File: src/rtl/core/lpfd_pkg.sv
// Package with the shared constants, types and codes of the length-prefixed frame deframer.
package lpfd_pkg;

    localparam int FRAME_SLOTS = 4;
    localparam int SLOT_W      = (FRAME_SLOTS > 1) ? $clog2(FRAME_SLOTS) : 1;

    localparam int BYTE_W      = 8;
    localparam int WORD_W      = 16;
    localparam int SLOT_OUT_W  = 2;
    localparam int PHASE_W     = 3;
    localparam int CFG_IDX_W   = 1;

    localparam logic [SLOT_W-1:0] SLOT_LAST = SLOT_W'(FRAME_SLOTS - 1);

    localparam logic [BYTE_W-1:0] START_BYTE_RESET = 8'd85;
    localparam logic [BYTE_W-1:0] END_BYTE_RESET   = 8'd13;

    typedef enum logic [CFG_IDX_W-1:0] {
        CFG_START_BYTE = 1'b0,
        CFG_END_BYTE   = 1'b1
    } cfg_index_t;

    typedef enum logic [PHASE_W-1:0] {
        PH_SYNC    = 3'd0,
        PH_ID      = 3'd1,
        PH_LENGTH  = 3'd2,
        PH_PAYLOAD = 3'd3,
        PH_CRC     = 3'd4,
        PH_END     = 3'd5
    } phase_t;

    typedef struct packed {
        logic                  payload_valid;
        logic [BYTE_W-1:0]     payload_byte;
        logic [WORD_W-1:0]     payload_index;
        logic                  frame_done;
        logic                  frame_fault;
        logic [WORD_W-1:0]     frame_id;
        logic [WORD_W-1:0]     frame_length;
        logic [WORD_W-1:0]     frame_crc;
        logic [SLOT_OUT_W-1:0] frame_slot;
        logic [PHASE_W-1:0]    decoder_phase;
    } result_t;

endpackage

File: src/rtl/core/lpfd_in_if.sv
// Input byte channel of the deframer: valid, ready and the received byte.
interface lpfd_in_if;
    logic                        valid;
    logic                        ready;
    logic [lpfd_pkg::BYTE_W-1:0] rx_byte;

    modport source (output valid, output rx_byte, input ready);
    modport sink (input valid, input rx_byte, output ready);
endinterface

File: src/rtl/core/lpfd_out_if.sv
// Result channel of the deframer: valid, ready and the decoded fields of one byte.
interface lpfd_out_if;
    logic                            valid;
    logic                            ready;
    logic                            payload_valid;
    logic [lpfd_pkg::BYTE_W-1:0]     payload_byte;
    logic [lpfd_pkg::WORD_W-1:0]     payload_index;
    logic                            frame_done;
    logic                            frame_fault;
    logic [lpfd_pkg::WORD_W-1:0]     frame_id;
    logic [lpfd_pkg::WORD_W-1:0]     frame_length;
    logic [lpfd_pkg::WORD_W-1:0]     frame_crc;
    logic [lpfd_pkg::SLOT_OUT_W-1:0] frame_slot;
    logic [lpfd_pkg::PHASE_W-1:0]    decoder_phase;

    modport source (
        output valid, output payload_valid, output payload_byte, output payload_index,
        output frame_done, output frame_fault, output frame_id, output frame_length,
        output frame_crc, output frame_slot, output decoder_phase,
        input ready
    );
    modport sink (
        input valid, input payload_valid, input payload_byte, input payload_index,
        input frame_done, input frame_fault, input frame_id, input frame_length,
        input frame_crc, input frame_slot, input decoder_phase,
        output ready
    );
endinterface

File: src/rtl/core/length_prefixed_frame_deframer.sv
// Top level of the length-prefixed frame deframer: input register, decoder and result register.
//
//   Channel   Direction  Transfer condition         Content
//   in_ch     sink       valid && ready             rx_byte
//   out_ch    source     valid && ready             one result per byte
//   cfg       write      cfg_we                     cfg_index, cfg_data
//
// Each byte is held in the input register and is then decoded into the
// result register, from which its result is offered on out_ch.
// One byte is accepted in every cycle while the result side keeps taking results.
// A stalled result holds the result register; the input register and in_ch.ready
// follow it, so nothing is lost. Reset clears the decoder state, the slot counter
// and both valid flags, and restores the start and end byte values.
module length_prefixed_frame_deframer (
    input  logic                                   clk,
    input  logic                                   rst_n,
    lpfd_in_if.sink                                in_ch,
    lpfd_out_if.source                             out_ch,
    input  logic                                   cfg_we,
    input  logic [lpfd_pkg::CFG_IDX_W-1:0]         cfg_index,
    input  logic [lpfd_pkg::BYTE_W-1:0]            cfg_data
);

    logic [lpfd_pkg::BYTE_W-1:0] start_byte_reg;
    logic [lpfd_pkg::BYTE_W-1:0] end_byte_reg;

    logic                        in_valid_reg;
    logic [lpfd_pkg::BYTE_W-1:0] in_byte_reg;

    lpfd_pkg::phase_t            phase_reg, phase_next;
    logic                        field_cnt_reg, field_cnt_next;
    logic [lpfd_pkg::WORD_W-1:0] payload_cnt_reg, payload_cnt_next;
    logic [lpfd_pkg::WORD_W-1:0] id_reg, id_next;
    logic [lpfd_pkg::WORD_W-1:0] length_reg, length_next;
    logic [lpfd_pkg::WORD_W-1:0] crc_reg, crc_next;
    logic [lpfd_pkg::SLOT_W-1:0] slot_reg, slot_next;

    logic                        out_valid_reg;
    lpfd_pkg::result_t           result_reg, result_next;

    logic                        out_load;
    logic                        in_load;
    logic                        step;
    logic [lpfd_pkg::WORD_W-1:0] payload_cnt_inc;
    logic [lpfd_pkg::SLOT_OUT_W-1:0] slot_wide;

    assign out_load    = !out_valid_reg || out_ch.ready;
    assign step        = in_valid_reg && out_load;
    assign in_load     = !in_valid_reg || out_load;
    assign in_ch.ready = in_load;

    always_ff @(posedge clk or negedge rst_n)
    begin
        if (!rst_n)
        begin
            start_byte_reg <= lpfd_pkg::START_BYTE_RESET;
            end_byte_reg   <= lpfd_pkg::END_BYTE_RESET;
        end
        else if (cfg_we)
        begin
            unique case (lpfd_pkg::cfg_index_t'(cfg_index))
                lpfd_pkg::CFG_START_BYTE: start_byte_reg <= cfg_data;
                lpfd_pkg::CFG_END_BYTE:   end_byte_reg   <= cfg_data;
            endcase
        end
    end

    always_ff @(posedge clk or negedge rst_n)
    begin
        if (!rst_n)
        begin
            in_valid_reg <= 1'b0;
        end
        else if (in_load)
        begin
            in_valid_reg <= in_ch.valid;
        end
    end

    always_ff @(posedge clk)
    begin
        if (in_load && in_ch.valid)
        begin
            in_byte_reg <= in_ch.rx_byte;
        end
    end

    assign payload_cnt_inc = payload_cnt_reg + 16'd1;

    always_comb
    begin
        phase_next       = phase_reg;
        field_cnt_next   = field_cnt_reg;
        payload_cnt_next = payload_cnt_reg;
        id_next          = id_reg;
        length_next      = length_reg;
        crc_next         = crc_reg;
        slot_next        = slot_reg;
        result_next      = '0;

        unique case (phase_reg)
            lpfd_pkg::PH_SYNC:
            begin
                if (in_byte_reg == start_byte_reg)
                begin
                    phase_next     = lpfd_pkg::PH_ID;
                    field_cnt_next = 1'b0;
                end
            end
            lpfd_pkg::PH_ID:
            begin
                if (!field_cnt_reg)
                begin
                    if (in_byte_reg != start_byte_reg)
                    begin
                        id_next        = {in_byte_reg, id_reg[7:0]};
                        field_cnt_next = 1'b1;
                    end
                end
                else
                begin
                    id_next        = {id_reg[15:8], in_byte_reg};
                    field_cnt_next = 1'b0;
                    phase_next     = lpfd_pkg::PH_LENGTH;
                end
            end
            lpfd_pkg::PH_LENGTH:
            begin
                if (!field_cnt_reg)
                begin
                    length_next    = {in_byte_reg, length_reg[7:0]};
                    field_cnt_next = 1'b1;
                end
                else
                begin
                    length_next      = {length_reg[15:8], in_byte_reg};
                    field_cnt_next   = 1'b0;
                    payload_cnt_next = '0;
                    phase_next       = ({length_reg[15:8], in_byte_reg} == '0) ?
                                       lpfd_pkg::PH_CRC : lpfd_pkg::PH_PAYLOAD;
                end
            end
            lpfd_pkg::PH_PAYLOAD:
            begin
                result_next.payload_valid = 1'b1;
                result_next.payload_byte  = in_byte_reg;
                result_next.payload_index = payload_cnt_reg;
                payload_cnt_next          = payload_cnt_inc;
                if (payload_cnt_inc == length_reg)
                begin
                    field_cnt_next = 1'b0;
                    phase_next     = lpfd_pkg::PH_CRC;
                end
            end
            lpfd_pkg::PH_CRC:
            begin
                if (!field_cnt_reg)
                begin
                    crc_next       = {in_byte_reg, crc_reg[7:0]};
                    field_cnt_next = 1'b1;
                end
                else
                begin
                    crc_next       = {crc_reg[15:8], in_byte_reg};
                    field_cnt_next = 1'b0;
                    phase_next     = lpfd_pkg::PH_END;
                end
            end
            lpfd_pkg::PH_END:
            begin
                if (in_byte_reg == end_byte_reg)
                begin
                    result_next.frame_done = 1'b1;
                    slot_next = (slot_reg == lpfd_pkg::SLOT_LAST) ? '0 :
                                slot_reg + lpfd_pkg::SLOT_W'(1);
                end
                else
                begin
                    result_next.frame_fault = 1'b1;
                end
                field_cnt_next = 1'b0;
                phase_next     = lpfd_pkg::PH_SYNC;
            end
            default:
            begin
                result_next.frame_fault = 1'b1;
                field_cnt_next          = 1'b0;
                phase_next              = lpfd_pkg::PH_SYNC;
            end
        endcase

        result_next.frame_id      = id_next;
        result_next.frame_length  = length_next;
        result_next.frame_crc     = crc_next;
        result_next.frame_slot    = slot_wide;
        result_next.decoder_phase = phase_next;
    end

    assign slot_wide = lpfd_pkg::SLOT_OUT_W'(slot_reg);

    always_ff @(posedge clk or negedge rst_n)
    begin
        if (!rst_n)
        begin
            phase_reg       <= lpfd_pkg::PH_SYNC;
            field_cnt_reg   <= 1'b0;
            payload_cnt_reg <= '0;
            id_reg          <= '0;
            length_reg      <= '0;
            crc_reg         <= '0;
            slot_reg        <= '0;
        end
        else if (step)
        begin
            phase_reg       <= phase_next;
            field_cnt_reg   <= field_cnt_next;
            payload_cnt_reg <= payload_cnt_next;
            id_reg          <= id_next;
            length_reg      <= length_next;
            crc_reg         <= crc_next;
            slot_reg        <= slot_next;
        end
    end

    always_ff @(posedge clk or negedge rst_n)
    begin
        if (!rst_n)
        begin
            out_valid_reg <= 1'b0;
        end
        else if (out_load)
        begin
            out_valid_reg <= in_valid_reg;
        end
    end

    always_ff @(posedge clk)
    begin
        if (step)
        begin
            result_reg <= result_next;
        end
    end

    assign out_ch.valid         = out_valid_reg;
    assign out_ch.payload_valid = result_reg.payload_valid;
    assign out_ch.payload_byte  = result_reg.payload_byte;
    assign out_ch.payload_index = result_reg.payload_index;
    assign out_ch.frame_done    = result_reg.frame_done;
    assign out_ch.frame_fault   = result_reg.frame_fault;
    assign out_ch.frame_id      = result_reg.frame_id;
    assign out_ch.frame_length  = result_reg.frame_length;
    assign out_ch.frame_crc     = result_reg.frame_crc;
    assign out_ch.frame_slot    = result_reg.frame_slot;
    assign out_ch.decoder_phase = result_reg.decoder_phase;

endmodule

File: src/flat_wrapper.sv
// flat-port wrapper written by rule: the top's interface ports become plain ports
module length_prefixed_frame_deframer_flat 
  (clk, rst_n, cfg_we, cfg_index, cfg_data, in_ch_valid, in_ch_rx_byte, in_ch_ready, out_ch_valid, out_ch_payload_valid, out_ch_payload_byte, out_ch_payload_index, out_ch_frame_done, out_ch_frame_fault, out_ch_frame_id, out_ch_frame_length, out_ch_frame_crc, out_ch_frame_slot, out_ch_decoder_phase, out_ch_ready);
  lpfd_in_if in_ch_i ();
  lpfd_out_if out_ch_i ();
  input  logic clk;
  input  logic rst_n;
  input  logic cfg_we;
  input  logic [lpfd_pkg::CFG_IDX_W-1:0] cfg_index;
  input  logic [lpfd_pkg::BYTE_W-1:0] cfg_data;
  input wire logic [$bits(in_ch_i.valid)-1:0] in_ch_valid;
  input wire logic [$bits(in_ch_i.rx_byte)-1:0] in_ch_rx_byte;
  output wire logic [$bits(in_ch_i.ready)-1:0] in_ch_ready;
  output wire logic [$bits(out_ch_i.valid)-1:0] out_ch_valid;
  output wire logic [$bits(out_ch_i.payload_valid)-1:0] out_ch_payload_valid;
  output wire logic [$bits(out_ch_i.payload_byte)-1:0] out_ch_payload_byte;
  output wire logic [$bits(out_ch_i.payload_index)-1:0] out_ch_payload_index;
  output wire logic [$bits(out_ch_i.frame_done)-1:0] out_ch_frame_done;
  output wire logic [$bits(out_ch_i.frame_fault)-1:0] out_ch_frame_fault;
  output wire logic [$bits(out_ch_i.frame_id)-1:0] out_ch_frame_id;
  output wire logic [$bits(out_ch_i.frame_length)-1:0] out_ch_frame_length;
  output wire logic [$bits(out_ch_i.frame_crc)-1:0] out_ch_frame_crc;
  output wire logic [$bits(out_ch_i.frame_slot)-1:0] out_ch_frame_slot;
  output wire logic [$bits(out_ch_i.decoder_phase)-1:0] out_ch_decoder_phase;
  input wire logic [$bits(out_ch_i.ready)-1:0] out_ch_ready;
  assign in_ch_i.valid = in_ch_valid;
  assign in_ch_i.rx_byte = in_ch_rx_byte;
  assign in_ch_ready = in_ch_i.ready;
  assign out_ch_valid = out_ch_i.valid;
  assign out_ch_payload_valid = out_ch_i.payload_valid;
  assign out_ch_payload_byte = out_ch_i.payload_byte;
  assign out_ch_payload_index = out_ch_i.payload_index;
  assign out_ch_frame_done = out_ch_i.frame_done;
  assign out_ch_frame_fault = out_ch_i.frame_fault;
  assign out_ch_frame_id = out_ch_i.frame_id;
  assign out_ch_frame_length = out_ch_i.frame_length;
  assign out_ch_frame_crc = out_ch_i.frame_crc;
  assign out_ch_frame_slot = out_ch_i.frame_slot;
  assign out_ch_decoder_phase = out_ch_i.decoder_phase;
  assign out_ch_i.ready = out_ch_ready;
  length_prefixed_frame_deframer u_core (.clk(clk), .rst_n(rst_n), .in_ch(in_ch_i), .out_ch(out_ch_i), .cfg_we(cfg_we), .cfg_index(cfg_index), .cfg_data(cfg_data));
endmodule
File: config.mk
export PLATFORM = sky130hd
export DESIGN_NAME = length_prefixed_frame_deframer_flat
export DESIGN_NICKNAME = d
export VERILOG_FILES = /design/src/rtl/core/lpfd_pkg.sv /design/src/rtl/core/lpfd_in_if.sv /design/src/rtl/core/lpfd_out_if.sv /design/src/rtl/core/length_prefixed_frame_deframer.sv /design/src/flat_wrapper.sv
export SDC_FILE = /design/constraint.sdc
export NUM_CORES = 1
export LEC_CHECK = 0
export ABC_AREA = 1
export BUFFER_PORTS_ARGS = -buffer_cell sky130_fd_sc_hd__clkbuf_2
export CORE_ASPECT_RATIO = 1.25
export CORE_MARGIN = 4
export CORE_UTILIZATION = 40
export DETAILED_ROUTE_END_ITERATION = 8
export PLACE_DENSITY = 0.62
export SETUP_SLACK_MARGIN = 0.5
export SYNTH_ARGS = -nofsm -noshare
export SYNTH_HDL_FRONTEND = slang
export SYNTH_SLANG_ARGS = --single-unit
File: constraint.sdc
create_clock -name clk -period 2.5 [get_ports clk]
set_clock_uncertainty 0.15 [all_clocks]
set_input_delay 0.25 -clock clk [delete_from_list [all_inputs] [get_ports clk]]
set_output_delay 0.25 -clock clk [all_outputs]
set_load 0.02 [all_outputs]
==> flow_summary.ini <==
[yosys]
netlist_area_um2 = 7868
synth.area.top_cells = edfxtp_1 (34%), dfrtp_1 (26%), nand2_1 (11%)
synth_fp_nets = 865
synth_cell_types = 34
ys_seq_elements = 176
synthCells = 841
syn_area_per_cell_um2 = 9.355
synth_flop_cell = edfxtp_1
yosysMostFrequentCell = nand2_1
synth_top_area_share = 0.3359
synth_edf_count = 88
ys_warn_count = 0
ys_seq_area_frac = 0.6169
synth_commonest_cells = nand2_1 (235), o21ai_0 (110), inv_1 (93)
synth_top_area_cell = edfxtp_1
synthArstFlopShare = 0.5000

[setup_path]
cp.required_ns = 2.52
arrival_ns = 2.18
setup.worst_path.class = flop to flop
reg2reg_depth = 14
crit_start = u_core.payload_cnt_reg[0]
worstSetupEndpoint = u_core.out_ch.decoder_phase[0]
r2r-start = u_core.payload_cnt_reg[0]
cp-end-kind = flop
r2r_slack_ns = 0.34
crit_fanout = 4
timing.rr.end = u_core.out_ch.decoder_phase[0]
cp-start-kind = flop

[floorplan]
initial_utilization = 0.4056
dieArea_um2 = 21990
core_um2 = 19400
core.rowCount = 57
io_pins = 104
die_w_um = 133.4
fp.dieH_um = 164.8

[route]
viasPerCell = 4.916
wl_per_cell_um = 15.66
dr.pass1.iters = 5
drt-initial-drc-count = 516
ant_nets = 0
drcViolationCount = 0
drt-total-wl_um = 20090
vias = 6307

[global_routing]
grt_util_all_layers = 0.1816
grt_max_degree = 61
overflow = 0
grt_pass1_vias = 5913
antenna_found_initial = 0
grt_pass1_wl_um = 30950

[sta]
max_slew.worst_pin.slew_ns = 0.4801
relSlewSlack = 0.6770
setup_tns_ns = 0
hold_viol = 0
post-route-period-util = 0.8627
rsz0062_at_grt = yes
period_minus_slack_ns = 2.157
fmax_mhz = 463.6
drv_slew = 0
setup_viol = 0

[cells_and_area]
stdcell_count = 1283
fillers = 1844
n_antenna_cell = 0
fin_nets = 1029
final_util = 0.5128
syn_to_final_growth_pct = 26.45
drive_above_1_share = 0.2436
postLayoutCellArea_um2 = 9948

[pwr]
vdd.ir_drop.worst_uv = 553.9
powerDensity_nw_per_um2 = 963.1
total_power_w = 0.009581
leakage_nw = 4.650

[placement]
place_area_um2 = 8802
gp_congestion = 0.9394
dp_cells = 1202
portBuffers = 103
dp_hpwl_um = 13950

[clock_tree]
htreeDepth = 4
clock_tree.root_cell = clkbuf_16
cts.clk_slew.worst_paths_ns = 0.07
numCtsBuffers = 17
clock_latency_ns = 0.43
clock_path_buffers = 2
cts_tree = built
cts.sinks = 176

[run_status]
status = finished, final reports clean

[min_path]
hp-class = input pin to asynchronous set/reset pin

[job]
max_cap_violations = 0
[worst max-delay path: stages (launching register included)]
cell and delay (ns):
dfrtp_2 0.44, ha_4 0.28, inv_2 0.04, nand2_2 0.05
nand2_2 0.05, nor2_2 0.09, nand2_1 0.07, nor2_1 0.10
nand2_1 0.07, nor2_1 0.09, nand2_1 0.06, nor2_2 0.14
nand3_2 0.10, nand2_4 0.10, nand2_4 0.05
[repair_timing]
action | in CTS | in global routing
endpoints found under the hold margin | 54 | 0
setup buffers | 12 | 14
resized for setup | 10 | 40
hold buffers | 19 | 0
pin swaps | 10 | 15
cloned | 1 | 3
setup endpoints to repair | 24 | 96
[per-stage QoR]
step,setup WS [ns],hold slack (ns)
finish,0.3432,0.1482
floorplan,0.5175,-0.1956
CTS,0.3522,0.1580
detailed placement,0.2013,0.06903
global placement,0.2655,0.07855
global route,0.1728,0.1843
[per-layer routing]
| metal | up-vias | wire length [um] | track usage | part of all wire |
|---|---|---|---|---|
| li1 | 3106 | - | - | - |
| met1 | 2998 | 8274 | 0.2256 | 0.41 |
| met2 | 178 | 10450 | 0.3209 | 0.52 |
| met3 | 25 | 947 | 0.03199 | 0.047 |
| met4 | 0 | 417 | 0.06221 | 0.021 |
| met5 | - | 0 | 0 | 0 |
[cell families after synthesis]
logic type      Yosys count  share of synthesized area
mux                       1                   0.001431
simple gates            397                     0.2176
fa+ha+maj                 2                   0.003180
flops                   176                     0.6169
buf+inv                 125                    0.06393
compound gates          129                    0.08477
xor+xnor                 11                    0.01225
[worst min path at each step]
stage / startpoint / slack [ns] / endpoint / depth (start not counted)
finish: rst_n / 0.15 / u_core.payload_cnt_reg[6] / 2
global route: rst_n / 0.18 / u_core.length_reg[6] / 2
floorplan: rst_n / -0.20 / u_core.crc_reg[0] / 0
detailed placement: rst_n / 0.07 / u_core.length_reg[2] / 1
CTS: rst_n / 0.16 / u_core.length_reg[6] / 2
global placement: rst_n / 0.08 / u_core.length_reg[2] / 1
[cells in the final DEF, fill, tap and decap left out, types with 3 or more instances in the layout]
cell / Yosys / routed
nand2_4: 0 / 4
clkbuf_2: 0 / 102
nor2_2: 6 / 8
nor2_1: 58 / 52
nor2_4: 3 / 8
o22ai_1: 11 / 11
buf_12: 0 / 5
or2_2: 6 / 5
inv_1: 93 / 86
buf_6: 3 / 4
edfxtp_1: 88 / 88
o21ai_0: 110 / 107
buf_4: 1 / 43
clkinv_1: 0 / 3
dfrtp_2: 0 / 3
inv_6: 0 / 4
dfrtp_1: 81 / 78
clkinvlp_4: 0 / 3
nand4_1: 21 / 21
inv_2: 1 / 7
o21ai_1: 3 / 4
clkbuf_16: 0 / 17
nand2_2: 7 / 8
nand3_2: 1 / 4
dfstp_2: 7 / 7
dlygate4sd3_1: 0 / 19
xor2_1: 8 / 8
nand3_1: 53 / 50
nand2_1: 235 / 231
[power breakdown]
part | leakage [nW] | switching (W) | internal, W
Sequential | 1.96 | 0.000322 | 0.00388
Clock | 0.270 | 0.00113 | 0.00147
Combinational | 2.42 | 0.00185 | 0.000925
Total | 4.65 | 0.00331 | 0.00627
[area by class of cell]
| type | instances | area [um2] | share of cell area |
|---|---|---|---|
| timing repair buffer | 174 | 1174 | 0.1180 |
| clock inverter | 14 | 138.9 | 0.01396 |
| tap | 265 | 331.6 | 0.03333 |
| inverter | 94 | 357.8 | 0.03597 |
| sequential | 176 | 4857 | 0.4882 |
| multi-input combinational | 542 | 2660 | 0.2674 |
| clock buffer | 18 | 429.2 | 0.04314 |
Note: power is estimated with default switching activity, not from simulation.
